$ cat config.mk
export PLATFORM = sky130hd
export DESIGN_NAME = abkf_ctrl
export DESIGN_NICKNAME = d
export VERILOG_FILES = /design/src/rtl/core/abkf_pkg.sv /design/src/rtl/core/abkf_ctrl.sv
export SDC_FILE = /design/constraint.sdc
export NUM_CORES = 1
export LEC_CHECK = 0
export BUFFER_PORTS_ARGS = -buffer_cell sky130_fd_sc_hd__buf_2
export CORE_MARGIN = 2
export CORE_UTILIZATION = 45
export CTS_BUF_LIST = sky130_fd_sc_hd__clkbuf_2
export CTS_CLUSTER_SIZE = 28
export DETAILED_ROUTE_END_ITERATION = 12
export GPL_TIMING_DRIVEN = 1
export PLACE_DENSITY = 0.67
export SLEW_MARGIN = 0
export SYNTH_ARGS = -nofsm -noshare
export SYNTH_HDL_FRONTEND = slang
export SYNTH_SLANG_ARGS = --single-unit
export TNS_END_PERCENT = 100
$ cat constraint.sdc
create_clock -name clk -period 1.9 [get_ports clk]
set_input_delay 0.38 -clock clk [delete_from_list [all_inputs] [get_ports clk]]
set_output_delay 0.38 -clock clk [all_outputs]
set_load 0.05 [all_outputs]
$ cat src/rtl/core/abkf_pkg.sv
// Shared types, constants and arithmetic helpers of the angle/bias Kalman filter.
`timescale 1ns / 1ps

package abkf_pkg;

    localparam int ANGLE_FRAC_BITS = 16;
    localparam int COV_FRAC_BITS   = 30;

    localparam logic [30:0] RST_ANGLE_NOISE   = 31'd1073742;
    localparam logic [30:0] RST_BIAS_NOISE    = 31'd3221226;
    localparam logic [30:0] RST_MEASURE_NOISE = 31'd32212255;

    localparam logic [1:0] REG_ANGLE_NOISE   = 2'd0;
    localparam logic [1:0] REG_BIAS_NOISE    = 2'd1;
    localparam logic [1:0] REG_MEASURE_NOISE = 2'd2;

    typedef enum logic [4:0] {
        OP_NONE,
        OP_LOAD,
        OP_RATE,
        OP_M_DT_RATE,
        OP_ANGLE,
        OP_M_DT_P11,
        OP_INNER,
        OP_M_DT_INNER,
        OP_P00,
        OP_M_QB_DT,
        OP_P11,
        OP_DIV0,
        OP_K0,
        OP_DIV1,
        OP_K1,
        OP_ZERO_K,
        OP_M_K0Y,
        OP_ANG2,
        OP_M_K1Y,
        OP_BIAS,
        OP_M_K1P01,
        OP_C11,
        OP_M_K0P01,
        OP_C01,
        OP_M_K1P00,
        OP_C10,
        OP_M_K0P00,
        OP_C00,
        OP_OUT
    } op_t;

    typedef struct packed {
        op_t  op;
        logic div_start;
    } cmd_t;

    typedef struct packed {
        logic div_done;
        logic s_pos;
        logic out_block;
    } status_t;

    // round to nearest, ties toward plus infinity, then arithmetic shift
    function automatic logic signed [68:0] rnd_shr(input logic signed [68:0] v,
                                                   input logic [5:0] s);
        logic signed [68:0] half;
        half = 69'sd1 <<< (s - 6'd1);
        return (v + half) >>> s;
    endfunction

    function automatic logic signed [31:0] sat32(input logic signed [71:0] v);
        logic signed [31:0] r;
        if (v > 72'sd2147483647)
            r = 32'sh7FFF_FFFF;
        else if (v < -72'sd2147483648)
            r = 32'sh8000_0000;
        else
            r = v[31:0];
        return r;
    endfunction

endpackage

$ cat src/rtl/core/abkf_ctrl.sv
// Sequencer that steps the filter datapath through predict, gain and update.
`timescale 1ns / 1ps

module abkf_ctrl
(
    input  logic              clk,
    input  logic              rst_n,
    input  logic              in_valid,
    output logic              in_ready,
    input  abkf_pkg::status_t status,
    output abkf_pkg::cmd_t    cmd
);

    typedef enum logic [4:0] {
        ST_IDLE, ST_RATE, ST_M1, ST_ANG, ST_M2, ST_INNER, ST_M3, ST_P00, ST_M4,
        ST_P11, ST_CHK, ST_DIV0, ST_W0, ST_K0, ST_DIV1, ST_W1, ST_K1, ST_ZK,
        ST_MK0Y, ST_ANG2, ST_MK1Y, ST_BIAS, ST_MC11, ST_C11, ST_MC01, ST_C01,
        ST_MC10, ST_C10, ST_MC00, ST_C00, ST_OUT
    } state_t;

    state_t state_reg, state_next;

    always_comb
    begin
        state_next    = state_reg;
        cmd.op        = abkf_pkg::OP_NONE;
        cmd.div_start = 1'b0;
        case (state_reg)
            ST_IDLE:
                if (in_valid)
                begin
                    cmd.op     = abkf_pkg::OP_LOAD;
                    state_next = ST_RATE;
                end
            ST_RATE:  begin cmd.op = abkf_pkg::OP_RATE;      state_next = ST_M1;    end
            ST_M1:    begin cmd.op = abkf_pkg::OP_M_DT_RATE; state_next = ST_ANG;   end
            ST_ANG:   begin cmd.op = abkf_pkg::OP_ANGLE;     state_next = ST_M2;    end
            ST_M2:    begin cmd.op = abkf_pkg::OP_M_DT_P11;  state_next = ST_INNER; end
            ST_INNER: begin cmd.op = abkf_pkg::OP_INNER;     state_next = ST_M3;    end
            ST_M3:    begin cmd.op = abkf_pkg::OP_M_DT_INNER; state_next = ST_P00;  end
            ST_P00:   begin cmd.op = abkf_pkg::OP_P00;       state_next = ST_M4;    end
            ST_M4:    begin cmd.op = abkf_pkg::OP_M_QB_DT;   state_next = ST_P11;   end
            ST_P11:   begin cmd.op = abkf_pkg::OP_P11;       state_next = ST_CHK;   end
            ST_CHK:
                state_next = status.s_pos ? ST_DIV0 : ST_ZK;
            ST_DIV0:
            begin
                cmd.op        = abkf_pkg::OP_DIV0;
                cmd.div_start = 1'b1;
                state_next    = ST_W0;
            end
            ST_W0:
                if (status.div_done)
                    state_next = ST_K0;
            ST_K0:    begin cmd.op = abkf_pkg::OP_K0;        state_next = ST_DIV1;  end
            ST_DIV1:
            begin
                cmd.op        = abkf_pkg::OP_DIV1;
                cmd.div_start = 1'b1;
                state_next    = ST_W1;
            end
            ST_W1:
                if (status.div_done)
                    state_next = ST_K1;
            ST_K1:    begin cmd.op = abkf_pkg::OP_K1;        state_next = ST_MK0Y;  end
            ST_ZK:    begin cmd.op = abkf_pkg::OP_ZERO_K;    state_next = ST_MK0Y;  end
            ST_MK0Y:  begin cmd.op = abkf_pkg::OP_M_K0Y;     state_next = ST_ANG2;  end
            ST_ANG2:  begin cmd.op = abkf_pkg::OP_ANG2;      state_next = ST_MK1Y;  end
            ST_MK1Y:  begin cmd.op = abkf_pkg::OP_M_K1Y;     state_next = ST_BIAS;  end
            ST_BIAS:  begin cmd.op = abkf_pkg::OP_BIAS;      state_next = ST_MC11;  end
            ST_MC11:  begin cmd.op = abkf_pkg::OP_M_K1P01;   state_next = ST_C11;   end
            ST_C11:   begin cmd.op = abkf_pkg::OP_C11;       state_next = ST_MC01;  end
            ST_MC01:  begin cmd.op = abkf_pkg::OP_M_K0P01;   state_next = ST_C01;   end
            ST_C01:   begin cmd.op = abkf_pkg::OP_C01;       state_next = ST_MC10;  end
            ST_MC10:  begin cmd.op = abkf_pkg::OP_M_K1P00;   state_next = ST_C10;   end
            ST_C10:   begin cmd.op = abkf_pkg::OP_C10;       state_next = ST_MC00;  end
            ST_MC00:  begin cmd.op = abkf_pkg::OP_M_K0P00;   state_next = ST_C00;   end
            ST_C00:   begin cmd.op = abkf_pkg::OP_C00;       state_next = ST_OUT;   end
            ST_OUT:
                if (!status.out_block)
                begin
                    cmd.op     = abkf_pkg::OP_OUT;
                    state_next = ST_IDLE;
                end
            default:
                state_next = ST_IDLE;
        endcase
    end

    always_ff @(posedge clk or negedge rst_n)
    begin
        if (!rst_n)
            state_reg <= ST_IDLE;
        else
            state_reg <= state_next;
    end

    assign in_ready = (state_reg == ST_IDLE);

`ifndef SYNTHESIS
    a_accept_starts: assert property (@(posedge clk) disable iff (!rst_n)
        (state_reg == ST_IDLE && in_valid) |=> state_reg == ST_RATE)
        else $error("accepted beat did not start the predict sequence");

    a_div_done_waiting: assert property (@(posedge clk) disable iff (!rst_n)
        status.div_done |-> (state_reg == ST_W0 || state_reg == ST_W1))
        else $error("divider finished outside a wait state");

    a_nonpos_s: assert property (@(posedge clk) disable iff (!rst_n)
        (state_reg == ST_CHK && !status.s_pos) |=> state_reg == ST_ZK)
        else $error("non-positive S did not zero the gains");
`endif

endmodule

### Word-level counts from Yosys, hierarchy flattened

Index checks and enable logic that the tools add are counted.

* flip-flop bits (word level): 5
* bits of input ports: 6
* output and inout port bits: 7
* logic and storage cells: 49

* eq/ne operators: 34
* muxes and demuxes: 10
* reduce and logical (&&, ||, !) cells: 4

Operators with widths (count)
* 5-bit case mux with 30 select lines: 1
* 5-bit case mux with 28 select lines: 1
* 5-bit == test (second input constant): 15
* 5-bit by 4-bit == test with 1-bit output (second input constant): 8
* 5-bit two-way mux: 6
* 5-bit by 3-bit == test with 1-bit output (second input constant): 4
* 5-bit by 2-bit == test with 1-bit output (second input constant): 2
* 2-bit inequality test (second input constant): 4
* 5-bit by 1-bit == test with 1-bit output (second input constant): 1
* 5-bit zero test: 1
* 4-bit AND reduction: 1
* 2-bit OR reduction: 2
* 1-bit two-way mux: 2

### Depth between registers and ports, before layout

* depth in word-level cells: 3
* mapped depth: 6
* depth with buffers taken out: 4

### Worst setup path after synthesis

OpenSTA, ideal clock, no wires.

* path type: register to output
* from: register state_reg[0]
* to: output port cmd[0] (netlist name)
* data arrival time: 1.934 ns
* required time: 1.520 ns
* path slack: -0.414 ns
* stages on the path, launching flop included: 5
* path buffers: 2
* cell sequence: dfrtp_1 -> buf_2 -> buf_1 -> xnor2_1 -> nor3_1

RTL lines
* from (decl): RTL line abkf_ctrl.sv:21 `state_t state_reg, state_next;`
* from (signal assigned): RTL line abkf_ctrl.sv:95 `state_reg <= state_next;`
* to (decl): RTL line abkf_ctrl.sv:11 `output abkf_pkg::cmd_t cmd`

### Worst setup path in the final report

* from: register state_reg[2]
* to: output port in_ready

* word-level cells in the longest chain between the ends: 1

RTL lines
* 5-bit zero test: RTL line abkf_ctrl.sv:98 `assign in_ready = (state_reg == ST_IDLE);`
* to (decl): RTL line abkf_ctrl.sv:9 `output logic in_ready,`

Every way passes these cells.

==> flow_metrics.py <==
metrics = {
    "detailed_routing": {
        "num_vias": 853,
        "wl_per_cell_um": 15.7,
        "finalWirelength_um": 2120,
        "vias_per_cell": 6.32,
        "drt_iter0_markers": 46,
        "drtPass1Iterations": 5,
        "drc": 0,
        "ant_nets": 0,
    },
    "worst_setup_path": {
        "cp_max_fo": 7,
        "r2r_cells": 5,
        "startpoint_type": "register",
        "crit_required_ns": 1.52,
        "end_kind": "output pin",
        "arrival_ns": 1.59,
        "crit_type": "reg -> out",
    },
    "placement": {
        "gp_congestion": 0.821,
        "preCtsSetupSlack_ns": 0.0160,
        "dp_hpwl_um": 1250,
        "port_buffers": 12,
    },
    "yosys": {
        "synthArstFlopShare_pct": 100,
        "postSynthAreaPerCell_um2": 6.84,
        "synth_top_area_share_pct": 19.0,
        "ys_seq_area_share_pct": 19.0,
        "mappedNetlistArea_um2": 657,
        "synth_seq_cells": 5,
        "syn-num-nets": 102,
        "synth.distinct_cells": 34,
        "postSynthCellCount": 96,
        "yosysTopAreaCell": "dfrtp_1",
        "synth_warnings": 0,
        "synth-main-ff-cell": "dfrtp_1",
        "synth-edff-count": 0,
        "netlist_top_cells_area": "dfrtp_1 19%, a21oi_1 8.4%, nand2_1 5.7%, nand2b_1 5.7%, nor3_1 3.8%",
    },
    "timing": {
        "max_freq_mhz": 508,
        "maxSlewHeadroom_pct": 78.7,
        "slew_violations": 0,
        "layout_setup_ws_ns": -0.0668,
        "skew_ns": 0.00595,
        "rsz0062_at_grt": "yes",
        "setup_viol": 2,
        "fin_tns_setup_ns": -0.0906,
        "min_period_ns": 1.97,
        "final.period_utilization_pct": 104,
        "final_hold_viol_count": 0,
        "worstMarginPinSlew_ns": 0.317,
    },
    "global_route": {
        "grt_pass1_wl_um": 2920,
        "overflow": 0,
        "antenna_found_initial": 0,
        "grt_pass1_vias": 661,
        "grt_use_total_pct": 20.6,
        "grt_max_degree": 27,
    },
    "clock_network": {
        "cts.reportedPaths.clkPinSlew_ns": 0.06,
        "cts_max_level": 1,
        "cts_tree": "yes",
        "cts_buffers": 3,
        "cts_root_buf": "clkbuf_2",
        "clockBufferDepth": 2,
        "cts.sinks": 5,
        "insertion_delay_ns": 0.22,
    },
    "cells_and_area": {
        "antenna_cells": 0,
        "nets": 127,
        "largest_register_ffs": 5,
        "syn2layout_area_growth_pct": 48.0,
        "final_core_util_pct": 72.9,
        "drive_gt1_share_pct": 41.7,
    },
    "die": {
        "num_rows": 13,
        "die_w_um": 42.2,
        "initial_utilization_pct": 49.2,
        "boundaryPins": 13,
        "core-area_um2": 1330,
        "fp.dieH_um": 42.2,
        "dieArea_um2": 1780,
    },
    "flow_run": {
        "cap_violations": 0,
    },
    "outcome": {
        "status": "finished, violations left",
        "violations": "negative setup slack",
    },
    "worst_hold_path": {
        "min_path_type": "in -> async",
    },
}
routing by layer:
metal / routed length (um) / global-route usage, % / up-vias / share of wire [%]
li1: - / - / 402 / -
met5: 0 / 0 / - / 0
met2: 1040 / 31.1 / 48 / 49
met3: 169 / 5.17 / 0 / 8.0
met1: 915 / 29.4 / 403 / 43
met4: 0 / 4.38 / 0 / 0
kinds of logic (layout without fill, tap and decap cells):
group                  Yosys count  in the layout  synth area share (%)
AO/OA/AOI/OAI                   40             40                  41.1
XOR/XNOR                         2              2                  2.67
buffers and inverters           14             38                  9.90
flip-flops                       5              5                  19.0
AND/OR/NAND/NOR                 35             35                  27.2
worst max-delay path, cell delays in order (launching register included):
cell	delay, ns
dfrtp_2	0.42
buf_12	0.14
or4_4	0.55
nor2_4	0.10
buf_6	0.16
cells in the mapped netlist (all sizes together) (2+ instances only):
library cell  instances
a21oi                11
nand2                10
o21ai                 9
buf                   7
nand2b                6
nor2                  6
dfrtp                 5
nor3                  5
clkbuf                4
a31oi                 3
inv                   3
nand3                 3
o31ai                 3
a21o                  2
o21bai                2
o221ai                2
o22ai                 2
repair_timing:
item,in CTS,in global routing
pin swaps,1,2
endpoints found under the setup margin,7,7
hold endpoints to repair,5,0
resized for setup,12,12
hold buffers,1,0
setup buffers,0,9
cloned,0,0
stage by stage:
step	hold WS, ns	area (um^2)	std cells
global placement	0.192	810	122
floorplan	0.0844	684	96
CTS	0.483	868	127
global route	0.489	972	135
detailed placement	0.195	810	122
finish	0.484	972	135
area by class of cell:
class,count,area (um^2)
clock buffers,4,20.0
fillers,109,362
inverters,3,11.3
multi-input cells,77,515
flip-flops and latches,5,130
well taps,15,18.8
repair buffers,31,277
placed cells by master, fill, tap and decap left out, types with 2 or more instances in the layout:
cell	count
clkbuf_2	4
o221ai_2	2
o31ai_1	3
a31oi_1	3
buf_4	14
nand2b_1	6
dfrtp_2	4
buf_6	5
buf_12	3
a21o_1	2
buf_2	6
o21ai_1	4
nand3_1	3
a21oi_2	2
o21ai_0	5
nor3_1	4
a21oi_1	9
nand2_1	10
nor2_1	4
clkbuf_4	2
inv_1	3
path summary, 6_finish.rpt:
path                         startpoint      endpoint  slack [ns]
min reg2reg                state_reg[0]  state_reg[0]        0.74
min                               rst_n  state_reg[1]        0.48
max                        state_reg[2]      in_ready       -0.07
max reg2reg                state_reg[2]  state_reg[2]        0.12
max in group asynchronous         rst_n  state_reg[2]        1.27
min in group clk               in_valid  state_reg[0]        0.55
Power is left out: the tool's default activity adds up to more than one toggle a clock period on the data nets, which glitch-free logic cannot reach.
